$ cat config.mk
export PLATFORM = sky130hd
export DESIGN_NAME = ppt_mul
export DESIGN_NICKNAME = d
export VERILOG_FILES = /design/src/rtl/ppt_pkg.sv /design/src/rtl/ppt_mul.sv
export SDC_FILE = /design/constraint.sdc
export NUM_CORES = 2
export LEC_CHECK = 0
export ABC_CLOCK_PERIOD_IN_PS = 12500
export BUFFER_PORTS_ARGS = -buffer_cell sky130_fd_sc_hd__buf_4
export CORE_MARGIN = 2
export CORE_UTILIZATION = 70
export DETAILED_ROUTE_END_ITERATION = 6
export PLACE_DENSITY = 0.92
export SYNTH_ARGS = -nofsm -noshare
export SYNTH_HDL_FRONTEND = slang
export SYNTH_SLANG_ARGS = --single-unit
export TNS_END_PERCENT = 20
$ cat constraint.sdc
create_clock -name clk -period 12.5 [get_ports clk]
set_clock_uncertainty 0.05 [all_clocks]
set_input_delay 0.625 -clock clk [delete_from_list [all_inputs] [get_ports clk]]
set_output_delay 0.625 -clock clk [all_outputs]
set_load 0.02 [all_outputs]
$ cat src/rtl/ppt_pkg.sv
`timescale 1ns / 1ps

package ppt_pkg;

  localparam logic [14:0] PI2_Q12 = 15'd25736;
  localparam logic [14:0] LOCK_Q12 = 15'd205;
  localparam logic signed [37:0] INTEG_MAX = 38'sd3276800;
  localparam logic [16:0] ALPHA_ONE = 17'd65536;

  localparam int MUL_A_W = 33;
  localparam int MUL_B_W = 25;
  localparam int MUL_P_W = MUL_A_W + MUL_B_W;

  localparam int CFG_IDX_W = 3;
  localparam int CFG_DATA_W = 32;

  typedef enum logic [CFG_IDX_W-1:0] {
    REG_PROP_GAIN     = 3'd0,
    REG_INTEGRAL_GAIN = 3'd1,
    REG_SPEED_LIMIT   = 3'd2,
    REG_SMOOTH_WEIGHT = 3'd3,
    REG_SMOOTH_ENABLE = 3'd4
  } reg_idx_t;

  typedef struct packed {
    logic [31:0] prop_gain;
    logic [31:0] integral_gain;
    logic [30:0] speed_limit;
    logic [16:0] smoothing_weight;
    logic        smoothing_enable;
  } cfg_t;

  typedef struct packed {
    logic                      en;
    logic signed [MUL_A_W-1:0] a;
    logic signed [MUL_B_W-1:0] b;
  } mul_req_t;

  typedef enum logic [4:0] {
    S_IDLE,
    S_PREP,
    S_M_KI,
    S_M_HI,
    S_M_LO,
    S_INC,
    S_INTEG,
    S_OMEGA,
    S_M_OD,
    S_THETA,
    S_M_BT1,
    S_M_BT2,
    S_BT,
    S_M_BO2,
    S_BO,
    S_DONE
  } state_t;

endpackage

$ cat src/rtl/ppt_mul.sv
`timescale 1ns / 1ps

module ppt_mul (
  input  logic                                  clk,
  input  ppt_pkg::mul_req_t                     req,
  output logic signed [ppt_pkg::MUL_P_W-1:0]    prod
);

  always_ff @(posedge clk) begin
    if (req.en) begin
      prod <= req.a * req.b;
    end
  end

endmodule

## Yosys cells after proc, flatten, opt, wreduce, memory -nomap -nowiden

Cells that the tools add are included.

| cells by class | value |
|---|---|
| $mul | 1 |

Operator list:

| cell | count |
|---|---|
| $mul A33 B25 Y58 | 1 |

| storage, ports and cells | value |
|---|---|
| register bits | 58 |
| input port bits | 60 |

## Longest topological paths before layout

| logic depth | value |
|---|---|
| depth in word-level cells | 1 |
| mapped depth | 27 |
| gate-level depth less buffers | 25 |

## Worst setup path after synthesis

No wires, ideal clock.

| timing | value |
|---|---|
| path type | input port to flip-flop |
| start | input req[57] (netlist name) |
| end | register prod[57] (netlist name) (data pin) |
| setup time | 0.280 ns |
| arrival | 6.877 ns |
| path slack | 5.293 ns |
| stages | 21 |
| buffers on the path | 2 |
| cells stage by stage | clkbuf_1 > nand2_1 > inv_1 > fa_1 > fa_1 > inv_1 > fa_1 > inv_1 > fa_1 > fa_1 > fa_1 > fa_1 > ha_1 > clkbuf_8 > a21o_1 > a21o_1 > a21o_1 > a21o_1 > and3_1 > a21oi_1 > o211ai_1 |

| on the way | value |
|---|---|
| cells in the longest elaborated chain, start to end | 1 |

Ends and longest elaborated chain:

| element | RTL line | text |
|---|---|---|
| start, declared | ppt_mul.sv:5 | `input ppt_pkg::mul_req_t req,` |
| $mul A33 B25 Y58 | ppt_mul.sv:11 | `prod <= req.a * req.b;` |
| end signal, assigned | ppt_mul.sv:11 |  |
| end, declared | ppt_mul.sv:6 | `output logic signed [ppt_pkg::MUL_P_W-1:0] prod` |

No other way between the ends.
A chain may end at the register's enable or synchronous reset.

## Worst setup path after layout

| timing | value |
|---|---|
| start | input req[24] (netlist name) |
| end | register prod[57] (netlist name) (data pin) |

The elaborated chain is that of the path after synthesis.

==> results.toml <==
[worst_setup_path]
cp-start-kind = "input port"
worstPathRequired_ns = 12.53
cp-end-kind = "flop"
crit_chain = "buf_4 > clkinv_1 > nor2_1 > fa_1 > fa_1 > fa_1 > fa_1 > fa_1 > fa_1 > inv_1 > fa_1 > inv_1 > ha_1 > a21oi_1 > o21bai_1 > a21o_1 > nor3b_1 > nand4_1 > o21ai_1 > o221ai_1 > a21oi_1 > o211ai_1"
path_class = "input port to flop"
arrival_ns = 8.29
crit_top_cell = "fa_1"
critPathMaxFanout = 26
crit_path_top_delay_cell = "clkinv_1"
slowest_delay_ns = 0.76

[route]
wl_per_cell_um = 23.0
drtIter0Drc = 2268
drt_wl_total_um = 86900
num_vias = 23400
via_per_inst = 6.21
drc_errors = 1
first_pass_iters = 7
postRouteAntennaNets = 0

[final_layout]
area_growth_pct = 4.27
regMostFlops = "prod"
largestRegisters = "prod: 58 flops"
n_fill_cell = 2795
drive_gt1_frac = 0.0468
largest_reg_flops = 58
multi_input_area_um2 = 25400
layout.nets = 4237
seq_area_um2 = 1740

[die]
rows = 76
coreArea_um2 = 43300
die_x_um = 214
start_util = 0.712
num_io_pins = 118
die_y_um = 214
dieArea_um2 = 45700

[cts]
cts_tree = "yes"
clkTransAtPathRegs_ns = 0.06
cts-root-buf = "clkbuf_16"
cts_buffer_depth = 2
cts-hold-fix-buffers = 0
cts_num_sinks = 58
cts_setup_buffers = 0
h-tree-depth = 3
cts_buffers = 9
ctsResizeCount = 0

[flow_run]
cap_violations = 0

[place]
numPortBuffers = 117
pre_cts_ws_ns = 4.11
dp_hpwl_um = 66100
gp_congestion = 1.01

[timing]
period_share = 0.661
tightest_slew_ns = 1.03
period_minus_slack_ns = 8.26
hold_viol = 0
rsz0062_at_grt = "false"
slew_viol_final = 0
tns_ns = 0
report.final.setup_viol = 0
slew_headroom = 0.311
timing.fmax_mhz = 121
layout_setup_ws_ns = 4.24

[global_routing]
grt_overflow = 0
antenna_found_initial = 2
grt_pass1_wl_um = 139000
grt_max_degree = 59
grt_usage = 0.409
grt_pass1_vias = 27300

[synthesis]
syn_area_um2 = 30800
syn_inst = 3208
synth_edf_count = 58
synth_seq_cells = 58
yosys_warnings = 0
synth-async-reset-ratio = 0
synthDistinctLibCells = 60
yosys.area.top_type = "fa_1"
ys.flop_type = "edfxtp_1"
yosysSeqAreaShare = 0.0566
synth_area_leaders = "fa_1, inv_1, and2_1"
synth_top_area_share = 0.548
postSynthAreaPerCell_um2 = 9.60
syn_nets = 4267

[status]
violations = "DRC"
outcome = "complete, but fails checks"

[min_path]
hp-class = "input port to flop"
metal layers:
metal  wire (um)  global-route usage
met1       26800               0.455
met2       41900               0.671
met3       10100               0.111
met4        8120               0.318
met5           0                   0
cell type report:
cell class,instances,area share
well taps,585,0.0228
clock inverters,7,0.00390
flip-flops and latches,58,0.0543
inverters,786,0.0919
diodes,2,0.000156
clock buffers,9,0.00702
repair buffers,117,0.0274
multi-input cells,2206,0.793
layout by cell type, fill, tap and decap left out, types with 3 or more instances in the layout:
| cell type | count |
|---|---|
| a21oi_1 | 51 |
| clkbuf_16 | 9 |
| inv_1 | 785 |
| o31ai_2 | 3 |
| and2_1 | 409 |
| nand2b_1 | 11 |
| o21a_1 | 5 |
| nor3_1 | 6 |
| buf_4 | 117 |
| a21o_1 | 34 |
| nor2b_1 | 5 |
| xnor2_1 | 44 |
| bufinv_16 | 3 |
| xor2_1 | 15 |
| a211oi_1 | 8 |
| clkinv_4 | 3 |
| o21ai_0 | 28 |
| a31oi_1 | 10 |
| a211o_1 | 3 |
| nor3b_1 | 3 |
| and3_1 | 8 |
| nor2_1 | 57 |
| nand4_1 | 15 |
| edfxtp_1 | 58 |
| fa_1 | 842 |
| nand2_1 | 416 |
| nand3_1 | 16 |
| o21bai_1 | 15 |
| ha_1 | 157 |
| nor4_1 | 3 |
| o211ai_1 | 7 |
worst paths after layout:
| path | from | endpoint | slack [ns] | depth (start not counted) |
|---|---|---|---|---|
| worst max-delay path | req[24] | prod[57]$_DFFE_PP_ | 4.24 | 22 |
| worst min-delay path | req[58] | prod[51]$_DFFE_PP_ | 0.83 | 1 |
cells by family after synthesis:
kind of cell,after synthesis,synth area share
AO/OA/AOI/OAI,194,0.0434
XOR/XNOR,59,0.0168
flip-flops,58,0.0566
adder cells (fa/ha/maj),999,0.611
buffers and inverters,944,0.117
AND/OR/NAND/NOR,954,0.155
worst max-delay path: cells and delay by family:
kind | cells | cell delay [ns]
AO/OA/AOI/OAI | 7 | 1.81
adder cells (fa/ha/maj) | 8 | 3.80
buffers and inverters | 4 | 1.06
AND/OR/NAND/NOR | 3 | 0.97
cells in the mapped netlist, types with 2 or more instances:
cell,n
nor2b_1,5
nor3_1,6
and3_1,8
nor4_1,3
a211o_1,3
nand2b_1,11
edfxtp_1,58
or3_1,2
o31ai_2,3
a31oi_1,10
fa_1,842
inv_1,785
buf_2,3
o21ai_0,28
nor3b_1,3
o21ai_1,2
nor2_1,57
o21a_1,5
nand3_1,16
a21o_2,2
xor2_1,15
a21o_1,34
o2111ai_1,2
xnor2_1,44
a221oi_1,2
a21oi_1,51
o21bai_1,15
clkbuf_1,148
and2_1,409
a311oi_1,2
ha_1,157
a21boi_0,2
o211ai_2,2
o211ai_1,7
nand4_1,15
a211oi_1,8
clkbuf_8,4
nand2_1,416
o211a_1,2
metrics by stage:
stage           util  cells  hold slack, ns  cell area, um2
2_1_floorplan      -   3208           0.687           30800
3_3_place_gp   0.734   3752            1.00           31700
3_5_place_dp   0.734   3752            1.00           31700
4_1_cts        0.742   3768           0.814           32100
5_1_grt        0.742   3769           0.833           32100
6_report       0.742   3770           0.827           32100
Power is not shown: default switching activity piles up to over one toggle a cycle in this logic, so the estimate is an artifact.
