**src/rtl/ppt_pkg.sv**
```systemverilog
`timescale 1ns / 1ps

package ppt_pkg;

  localparam logic [14:0] PI2_Q12 = 15'd25736;
  localparam logic [14:0] LOCK_Q12 = 15'd205;
  localparam logic signed [37:0] INTEG_MAX = 38'sd3276800;
  localparam logic [16:0] ALPHA_ONE = 17'd65536;

  localparam int MUL_A_W = 33;
  localparam int MUL_B_W = 25;
  localparam int MUL_P_W = MUL_A_W + MUL_B_W;

  localparam int CFG_IDX_W = 3;
  localparam int CFG_DATA_W = 32;

  typedef enum logic [CFG_IDX_W-1:0] {
    REG_PROP_GAIN     = 3'd0,
    REG_INTEGRAL_GAIN = 3'd1,
    REG_SPEED_LIMIT   = 3'd2,
    REG_SMOOTH_WEIGHT = 3'd3,
    REG_SMOOTH_ENABLE = 3'd4
  } reg_idx_t;

  typedef struct packed {
    logic [31:0] prop_gain;
    logic [31:0] integral_gain;
    logic [30:0] speed_limit;
    logic [16:0] smoothing_weight;
    logic        smoothing_enable;
  } cfg_t;

  typedef struct packed {
    logic                      en;
    logic signed [MUL_A_W-1:0] a;
    logic signed [MUL_B_W-1:0] b;
  } mul_req_t;

  typedef enum logic [4:0] {
    S_IDLE,
    S_PREP,
    S_M_KI,
    S_M_HI,
    S_M_LO,
    S_INC,
    S_INTEG,
    S_OMEGA,
    S_M_OD,
    S_THETA,
    S_M_BT1,
    S_M_BT2,
    S_BT,
    S_M_BO2,
    S_BO,
    S_DONE
  } state_t;

endpackage

```
**src/rtl/ppt_core.sv**
```systemverilog
`timescale 1ns / 1ps

module ppt_core (
  input  logic                                clk,
  input  logic                                rst,
  input  ppt_pkg::cfg_t                       cfg,
  input  logic                                in_valid,
  output logic                                in_ready,
  input  logic signed [15:0]                  phase_err,
  input  logic [23:0]                         time_step,
  output logic                                out_valid,
  input  logic                                out_ready,
  output logic signed [31:0]                  angle_est,
  output logic signed [31:0]                  speed_est,
  output logic                                locked,
  output logic [14:0]                         peak_error,
  output ppt_pkg::mul_req_t                   mul_req,
  input  logic signed [ppt_pkg::MUL_P_W-1:0]  prod
);

  localparam int PW = ppt_pkg::MUL_P_W;

  ppt_pkg::state_t state, state_next;

  logic signed [15:0] err_q;
  logic [23:0]        dt_q;
  logic [14:0]        mag;
  logic               neg;
  logic               locked_q;
  logic [14:0]        peak_reg;
  logic [23:0]        lo_q;
  logic signed [PW-1:0] acc;
  logic [35:0]        inc_mag;
  logic signed [31:0] integ_reg, integ_new;
  logic signed [31:0] omega_new, theta_new;
  logic signed [31:0] angle_reg, speed_reg;

  logic [16:0]        alpha, alpha_c;
  logic signed [15:0] err_c;
  logic               load_out;
  logic [47:0]        inc_sum;
  logic signed [37:0] inc_s, integ_sum;
  logic signed [37:0] kp_s, omega_sum, omega_lim;
  logic signed [PW-1:0] delta, blend_sum, blend_q;

  function automatic logic signed [PW-1:0] shr_tz(input logic signed [PW-1:0] v,
                                                  input int unsigned sh);
    logic [PW-1:0] m;
    logic [PW-1:0] s;
    m = v[PW-1] ? PW'(-v) : PW'(v);
    s = m >> sh;
    return v[PW-1] ? -$signed(s) : $signed(s);
  endfunction

  function automatic logic mag_next_gt_peak(input logic signed [15:0] e,
                                            input logic [14:0] pk);
    logic [14:0] m;
    m = e[15] ? 15'(-e) : e[14:0];
    return m > pk;
  endfunction

  assign alpha = (cfg.smoothing_weight > ppt_pkg::ALPHA_ONE) ? ppt_pkg::ALPHA_ONE
                                                           : cfg.smoothing_weight;
  assign alpha_c = ppt_pkg::ALPHA_ONE - alpha;

  // error clamp to +-2pi
  always_comb begin
    if (err_q > $signed({1'b0, ppt_pkg::PI2_Q12})) begin
      err_c = $signed({1'b0, ppt_pkg::PI2_Q12});
    end else if (err_q < -$signed({1'b0, ppt_pkg::PI2_Q12})) begin
      err_c = -$signed({1'b0, ppt_pkg::PI2_Q12});
    end else begin
      err_c = err_q;
    end
  end

  // integrator update
  assign inc_sum = {1'b0, acc[46:0]} + {24'd0, prod[47:24]};
  assign inc_s = neg ? -$signed({2'b00, inc_mag}) : $signed({2'b00, inc_mag});
  assign integ_sum = {{6{integ_reg[31]}}, integ_reg} + inc_s;

  // omega
  assign kp_s = neg ? -$signed({3'b000, prod[46:12]}) : $signed({3'b000, prod[46:12]});
  assign omega_sum = kp_s + {{6{integ_new[31]}}, integ_new};
  assign omega_lim = $signed({7'd0, cfg.speed_limit});

  assign delta = shr_tz(prod, 24);
  assign blend_sum = acc + prod;
  assign blend_q = shr_tz(blend_sum, 16);

  assign in_ready = (state == ppt_pkg::S_IDLE);
  assign load_out = (state == ppt_pkg::S_DONE) && (!out_valid || out_ready);

  always_ff @(posedge clk) begin
    if (rst) begin
      state <= ppt_pkg::S_IDLE;
    end else begin
      state <= state_next;
    end
  end

  always_comb begin
    state_next = state;
    mul_req = '0;
    unique case (state)
      ppt_pkg::S_IDLE: begin
        if (in_valid) state_next = ppt_pkg::S_PREP;
      end
      ppt_pkg::S_PREP: state_next = ppt_pkg::S_M_KI;
      ppt_pkg::S_M_KI: begin
        mul_req.en = 1'b1;
        mul_req.a = {1'b0, cfg.integral_gain};
        mul_req.b = {10'd0, mag};
        state_next = ppt_pkg::S_M_HI;
      end
      ppt_pkg::S_M_HI: begin
        mul_req.en = 1'b1;
        mul_req.a = {10'd0, prod[46:24]};
        mul_req.b = {1'b0, dt_q};
        state_next = ppt_pkg::S_M_LO;
      end
      ppt_pkg::S_M_LO: begin
        mul_req.en = 1'b1;
        mul_req.a = {9'd0, lo_q};
        mul_req.b = {1'b0, dt_q};
        state_next = ppt_pkg::S_INC;
      end
      ppt_pkg::S_INC: begin
        mul_req.en = 1'b1;
        mul_req.a = {1'b0, cfg.prop_gain};
        mul_req.b = {10'd0, mag};
        state_next = ppt_pkg::S_INTEG;
      end
      ppt_pkg::S_INTEG: state_next = ppt_pkg::S_OMEGA;
      ppt_pkg::S_OMEGA: state_next = ppt_pkg::S_M_OD;
      ppt_pkg::S_M_OD: begin
        mul_req.en = 1'b1;
        mul_req.a = {omega_new[31], omega_new};
        mul_req.b = {1'b0, dt_q};
        state_next = ppt_pkg::S_THETA;
      end
      ppt_pkg::S_THETA: begin
        state_next = cfg.smoothing_enable ? ppt_pkg::S_M_BT1 : ppt_pkg::S_DONE;
      end
      ppt_pkg::S_M_BT1: begin
        mul_req.en = 1'b1;
        mul_req.a = {angle_reg[31], angle_reg};
        mul_req.b = {8'd0, alpha};
        state_next = ppt_pkg::S_M_BT2;
      end
      ppt_pkg::S_M_BT2: begin
        mul_req.en = 1'b1;
        mul_req.a = {theta_new[31], theta_new};
        mul_req.b = {8'd0, alpha_c};
        state_next = ppt_pkg::S_BT;
      end
      ppt_pkg::S_BT: begin
        mul_req.en = 1'b1;
        mul_req.a = {speed_reg[31], speed_reg};
        mul_req.b = {8'd0, alpha};
        state_next = ppt_pkg::S_M_BO2;
      end
      ppt_pkg::S_M_BO2: begin
        mul_req.en = 1'b1;
        mul_req.a = {omega_new[31], omega_new};
        mul_req.b = {8'd0, alpha_c};
        state_next = ppt_pkg::S_BO;
      end
      ppt_pkg::S_BO: state_next = ppt_pkg::S_DONE;
      ppt_pkg::S_DONE: begin
        if (!out_valid || out_ready) state_next = ppt_pkg::S_IDLE;
      end
      default: state_next = ppt_pkg::S_IDLE;
    endcase
  end

  // loop state
  always_ff @(posedge clk) begin
    if (rst) begin
      angle_reg <= '0;
      speed_reg <= '0;
      integ_reg <= '0;
      peak_reg  <= '0;
      out_valid <= 1'b0;
    end else begin
      if (state == ppt_pkg::S_PREP && mag_next_gt_peak(err_c, peak_reg)) begin
        peak_reg <= err_c[15] ? 15'(-err_c) : err_c[14:0];
      end
      if (load_out) begin
        angle_reg <= theta_new;
        speed_reg <= omega_new;
        integ_reg <= integ_new;
        out_valid <= 1'b1;
      end else if (out_valid && out_ready) begin
        out_valid <= 1'b0;
      end
    end
  end

  // datapath
  always_ff @(posedge clk) begin
    if (state == ppt_pkg::S_IDLE && in_valid) begin
      err_q <= phase_err;
      dt_q  <= time_step;
    end
    case (state)
      ppt_pkg::S_PREP: begin
        neg      <= err_c[15];
        mag      <= err_c[15] ? 15'(-err_c) : err_c[14:0];
        locked_q <= (err_c[15] ? 15'(-err_c) : err_c[14:0]) < ppt_pkg::LOCK_Q12;
      end
      ppt_pkg::S_M_HI: lo_q <= prod[23:0];
      ppt_pkg::S_M_LO: acc <= prod;
      ppt_pkg::S_INC: inc_mag <= inc_sum[47:12];
      ppt_pkg::S_INTEG: begin
        if (integ_sum > ppt_pkg::INTEG_MAX) begin
          integ_new <= 32'(ppt_pkg::INTEG_MAX);
        end else if (integ_sum < -ppt_pkg::INTEG_MAX) begin
          integ_new <= 32'(-ppt_pkg::INTEG_MAX);
        end else begin
          integ_new <= integ_sum[31:0];
        end
      end
      ppt_pkg::S_OMEGA: begin
        if (omega_sum > omega_lim) begin
          omega_new <= omega_lim[31:0];
        end else if (omega_sum < -omega_lim) begin
          omega_new <= 32'(-omega_lim);
        end else begin
          omega_new <= omega_sum[31:0];
        end
      end
      ppt_pkg::S_THETA: theta_new <= angle_reg + delta[31:0];
      ppt_pkg::S_M_BT2: acc <= prod;
      ppt_pkg::S_BT: theta_new <= blend_q[31:0];
      ppt_pkg::S_M_BO2: acc <= prod;
      ppt_pkg::S_BO: omega_new <= blend_q[31:0];
      default: ;
    endcase
    if (load_out) begin
      angle_est  <= theta_new;
      speed_est  <= omega_new;
      locked     <= locked_q;
      peak_error <= peak_reg;
    end
  end

endmodule

```
**config.mk**
```make
export PLATFORM = sky130hd
export DESIGN_NAME = ppt_core
export DESIGN_NICKNAME = d
export VERILOG_FILES = /design/src/rtl/ppt_pkg.sv /design/src/rtl/ppt_core.sv
export SDC_FILE = /design/constraint.sdc
export NUM_CORES = 2
export LEC_CHECK = 0
export BUFFER_PORTS_ARGS = -buffer_cell sky130_fd_sc_hd__buf_2
export CORE_UTILIZATION = 61
export CTS_BUF_LIST = sky130_fd_sc_hd__clkbuf_4 sky130_fd_sc_hd__clkbuf_8 sky130_fd_sc_hd__clkbuf_16
export DETAILED_ROUTE_END_ITERATION = 10
export MAX_ROUTING_LAYER = met4
export PLACE_DENSITY = 0.82
export SETUP_SLACK_MARGIN = 0.4
export SKIP_CTS_REPAIR_TIMING = 1
export SLEW_MARGIN = 20
export SYNTH_ARGS = -nofsm -noshare
export SYNTH_HDL_FRONTEND = slang
export SYNTH_SLANG_ARGS = --single-unit
export TNS_END_PERCENT = 5
```
**constraint.sdc**
```tcl
create_clock -name clk -period 10 [get_ports clk]
set_input_delay 2 -clock clk [delete_from_list [all_inputs] [get_ports clk]]
set_output_delay 2 -clock clk [all_outputs]
set_load 0.1 [all_outputs]
```
# Yosys cells after proc, flatten, opt, wreduce, memory -nomap -nowiden
# Cells that the tools add are included.
# word_totals
register_bits	468
wordCells	97
out_inout_bits	141
# classes
mux	22
eq_ne	17
reduce_logical	13
add_sub_neg	14
magnitude_cmp	9
# ops
operator	count
$pmux W59 S9	1
$mux W32	5
$pmux W32 S2	2
$pmux W5 S16	1
$add A38 B38 Y38	2
$mux W38	2
$neg A32 Y32	2
$add A58 B58 Y58	1
$mux W56	1
$neg A56 Y56	1
$add A47 B24 Y48	1
$mux W48	1
$neg A48 Y48	1
$eq A5 B4 Y1 const B	8
$gt A38 B23 Y1 const B	1
$gt A38 B32 Y1	1
$lt A38 B23 Y1 const B	1
$lt A38 B38 Y1	1
$neg A31 Y38	1
$neg A35 Y38	1
$neg A36 Y38	1
$add A32 B32 Y32	1
$mux W16	2
$eq A5 B3 Y1 const B	4
24 further kinds	32

# Depth between registers and ports, before layout
# depth
depth_word	7
depth_mapped	39
depth_no_buf	36

# Worst setup path before layout
# OpenSTA, ideal clock, no wires.
# synth_timing
kind	input-to-reg
from	input prod[21] in the netlist's numbering
to	register omega_new[2] (data pin)
required_ns	9.727
cell_stages	36
setup_time_ns	0.273
t_arrival_ns	8.234
path_buffers	3
setup_slack_ns	1.493
path_cell_list	or4_4 > nor4_2 > nand2_1 > nand2_1 > xnor2_1 > ha_1 > clkbuf_1 > a21o_1 > a21o_1 > a21oi_1 > a31o_2 > nor2b_1 > o21bai_1 > a21o_1 > a21o_1 > a21o_1 > a21oi_1 > xnor2_1 > ha_1 > a21o_1 > a21oi_1 > nor2b_1 > o21ai_0 > nand2_1 > o2111ai_1 > a31oi_1 > nand3_1 > a221oi_1 > a211oi_1 > o21ai_1 > mux2_2 > clkbuf_1 > buf_1 > o21ai_0 > a221oi_1 > a21oi_1
# synth_via
elab_chain_len	7
word_cells_on_any_way	12
classes_between	add/sub (4); order compare (2); mux (6)
# synth_lines
item	line	rtl
from (decl)	ppt_core.sv:18	input logic signed [ppt_pkg::MUL_P_W-1:0] prod
$neg A35 Y38	ppt_core.sv:83	assign kp_s = neg ? -$signed({3'b000, prod[46:12]}) : $signed({3'b000, prod[46:12]});
$mux W38	ppt_core.sv:83	
$add A38 B38 Y38	ppt_core.sv:84	assign omega_sum = kp_s + {{6{integ_new[31]}}, integ_new};
$lt A38 B38 Y1	ppt_core.sv:227	end else if (omega_sum < -omega_lim) begin
$mux W32	ppt_core.sv:227	
$mux W32	ppt_core.sv:225	if (omega_sum > omega_lim) begin
$pmux W32 S2 *	ppt_core.sv:206	case (state)
to (signal assigned)	ppt_core.sv:226	omega_new <= omega_lim[31:0];
to (signal assigned)	ppt_core.sv:228	omega_new <= 32'(-omega_lim);
to (signal assigned)	ppt_core.sv:230	omega_new <= omega_sum[31:0];
to (decl)	ppt_core.sv:35	logic signed [31:0] omega_new, theta_new;
# Mark *: on every way between the ends. The rest lies on a longest branch, timed or not.
# A chain may end at the register's enable or synchronous reset.

# Worst setup path after layout
# layout_timing
from	input prod[21] in the netlist's numbering
to	register omega_new[19] (data pin)
# layout_via
elab_chain_len	7
word_cells_on_any_way	13
classes_between	add/sub (5); order compare (2); mux (6)
# layout_lines
item	line
branches (longest 6 deep; another with $add A58 B58 Y58)	n/a
$pmux W32 S2 *	ppt_core.sv:206
# Mark *: on every way between the ends.

==> results.md <==
- Final WS setup: between 1 and 1.5 ns
- Die H: 244 µm
- Die area: between 50000 and 60000 µm²
- Largest cells by area after synthesis: edfxtp_1 (29%), ha_1 (9.5%), dfxtp_1 (6.5%)
- Root Driver: clkbuf_16
- Worst skew pair latency: 0.62 ns
- Starting DRT DRC Count: 4769
- VDD IR max: 0.167 mV
- Max Fclk: between 100 and 150 MHz
- Row count: 88
- Vias in the first global route: about 31000
- Async SR Flop Fraction: 0%
- Htree depth: 2
- Critical Path AT: 9.11 ns
- Fraction of power consumed by sequential logic: ~36%
- Via density: 6.72
- Layout cells sized above 1: 13.9%
- CP max FO: between 40 and 50
- DP Worst Slack: ~0.42 ns
- Top-count cell post-synth: nand2_1
- Post-synthesis adder-cell area fraction: 9.75%
- Post-DP HPWL: 103000 µm
- Yosys top cell area share: 29.4%
- TritonCTS clock tree: yes
- CP Data Required Time: 10.31 ns
- Clock power frac: 35.1%
- Compound-Gate Fraction of Synth Area: about a fifth
- Period minus WS final: around 9 ns
- Placed insts: 5048
- Biggest register: acc
- Pin count of the biggest net entering global routing: 102
- Slowest stage delay, CP: 0.57 ns
- P_int: 0.00401 W
- Netlist Area Pre-Place: 35800 µm²
- Regs by FF count: acc: 58 flops, inc_mag: 36 flops
- NetSw: 0.00209 W
- Core Area: 57800 µm²
- Io pins: 356
- Final net count: ~4800
- Max-cap violations: 0
- Top cells by count, synth: nand2_1 (502), edfxtp_1 (351), a21oi_1 (348)
- Leak pwr: about 16 nW
- Worst hold start: speed_reg[18]
- Setup violation total in the final timing report: 0
- Final Skew: ~0.031 ns
- Crit path kind: in -> reg
- Layout Cells excl Fill: 5161
- Syn Area/Cell: 8.83 µm²
- Max FFs per register: 58
- Drc violations: 0
- # fillers: 4674
- Slew HR: 23.3%
- Slowest-stage cell, CP: or4_4
- GRT overflow: 0
- Synth-to-layout area growth: 12.6%
- CTS Sinks: ~470
- Cells after Synth: 4058
- Reg2reg start: inc_mag[7]
- Largest family of logic cells by synthesized area: compound AO/OA/AOI/OAI gates
- Xor-xnor portion of the synthesized cell area: about 9.1%
- Antenna violations before repair: 11
- Hold depth: 2
- Final period utilization: 88.0%
- Fin util: 69.8%
- Warnings, synthesis: 0
- GP Congestion: 1.08
- Max-slew violations: 0
- Largest area contributor in the netlist: edfxtp_1
- Final ANT Viol Nets: 0
- Switching portion of total power: 34.2%
- Hold Violations, Final: 0
- Drt pass-1 iters: 9
- Maximum buffer depth of the clock tree: 3
- Initial Utilization: 62.0%
- Setup TNS: 0 ns
- Sequential share of the synthesized area: 35.9%
- Top_reg_cell synth: edfxtp_1
- PwrDens: 151 nW/µm²
- Worst r2r path cells: 22
- Drt total wl: 134000 µm
- GRT Overall Usage: between 40% and 50%
- Inserted Clock Buffers: 51
- EDFF count, synth: 351
- Flops & latches, synth: 467
- Vias: ~35000
- IO buf count: 354
- Routed WL per cell: ~26 µm
- Die Width: ~240 µm
- Status: finished clean
- Crit. End Element: flip-flop
- Number of library cell types mapped by synthesis: 105
- Combinational share of power: 29.2%
- Worst Setup SP: prod[21]
- Clock Pin Slew Worst Setup and Hold Paths: roughly 0.070 ns
- PnR Total Power: 0.00610 W
- Hold crit path type: reg -> reg
- Post-synthesis mux area share: 1.46%
- First-pass GRT wire length: 196000 µm
- RSZ-0062 raised after global routing: no
- Worst Max-Slew Pin Slew: 1.14 ns
- CP startpoint kind: input port
- Post-Synth Simple-Gate Area: 19.5%
- Syn nets: approximately 4500
-- cells by family (layout without fill, tap and decap cells) --
| kind of cell | after synthesis | after routing |
|---|---|---|
| flip-flops | 467 | 467 |
| buffers and inverters | 326 | 648 |
| AO/OA/AOI/OAI | 1126 | 1126 |
| XOR/XNOR | 373 | 373 |
| other | 1 | 17 |
| adder cells (fa/ha/maj) | 277 | 277 |
| AND/OR/NAND/NOR | 1438 | 1438 |
| multiplexers | 50 | 50 |
-- power by group through the flow --
| stage | clock [W] | sequential (W) | combinational (W) |
|---|---|---|---|
| finish | 0.00214 | 0.00218 | 0.00178 |
| global route | 0.00221 | 0.00218 | 0.00190 |
| CTS | 0.00213 | 0.00218 | 0.00172 |
| detailed placement | 0 | 0.00222 | 0.00171 |
| global placement | 0 | 0.00222 | 0.00170 |
| floorplan | 0 | 0.00220 | 0.00118 |
-- routing by layer --
| metal | up-vias | track usage [%] | routed length (µm) |
|---|---|---|---|
| met5 | - | - | 0 |
| met4 | 0 | 24.7 | 8860 |
| met3 | 434 | 11.9 | 17700 |
| met2 | 2319 | 65.6 | 57100 |
| met1 | 16300 | 56.5 | 50400 |
| li1 | 15600 | - | - |
-- path summary, 6_finish.rpt --
| path | slack, ns | endpoint |
|---|---|---|
| min reg2reg | 0.46 | speed_reg[18] |
| max | 1.20 | omega_new[19] |
| min | 0.46 | speed_reg[18] |
| max reg2reg | 1.84 | integ_new[17] |
-- stage by stage --
step,instance area (µm²),hold WS (ns)
floorplan,35800,0.400
global placement,38400,0.442
detailed placement,38400,0.447
CTS,40200,0.456
global route,40300,0.475
finish,40300,0.457
-- critical path: cells and delay by family --
kind	cells	cell delay, ns
XOR/XNOR	2	0.21
adder cells (fa/ha/maj)	2	0.67
AND/OR/NAND/NOR	11	2.28
buffers and inverters	3	0.53
AO/OA/AOI/OAI	18	2.86
multiplexers	1	0.52
-- cell usage in the layout (no fill, tap or decap), types with 42 or more instances in the layout --
cell type and instances:
a21o_1 104, a21oi_1 347, a222oi_1 46, buf_2 353, buf_4 52, clkbuf_16 53
dfxtp_1 116, edfxtp_1 351, ha_1 272, inv_1 143, nand2_1 501, nand2b_1 46
nand3_1 125, nand4_1 57, nor2_1 281, nor2b_1 42, nor3_1 88, o21ai_0 203
or3_1 47, xnor2_1 262, xor2_1 111
-- layout make-up --
class / instances / area [µm²] / area share [%]
multi-input cells: 3265 / 21800 / 54.1
flip-flops and latches: 467 / 12900 / 31.9
repair buffers: 408 / 2220 / 5.52
clock buffers: 68 / 1470 / 3.65
well taps: 765 / 957 / 2.37
inverters: 144 / 546 / 1.35
clock inverters: 28 / 410 / 1.02
diodes: 16 / 40.0 / 0.0993
(Power assumes the default switching activity.)
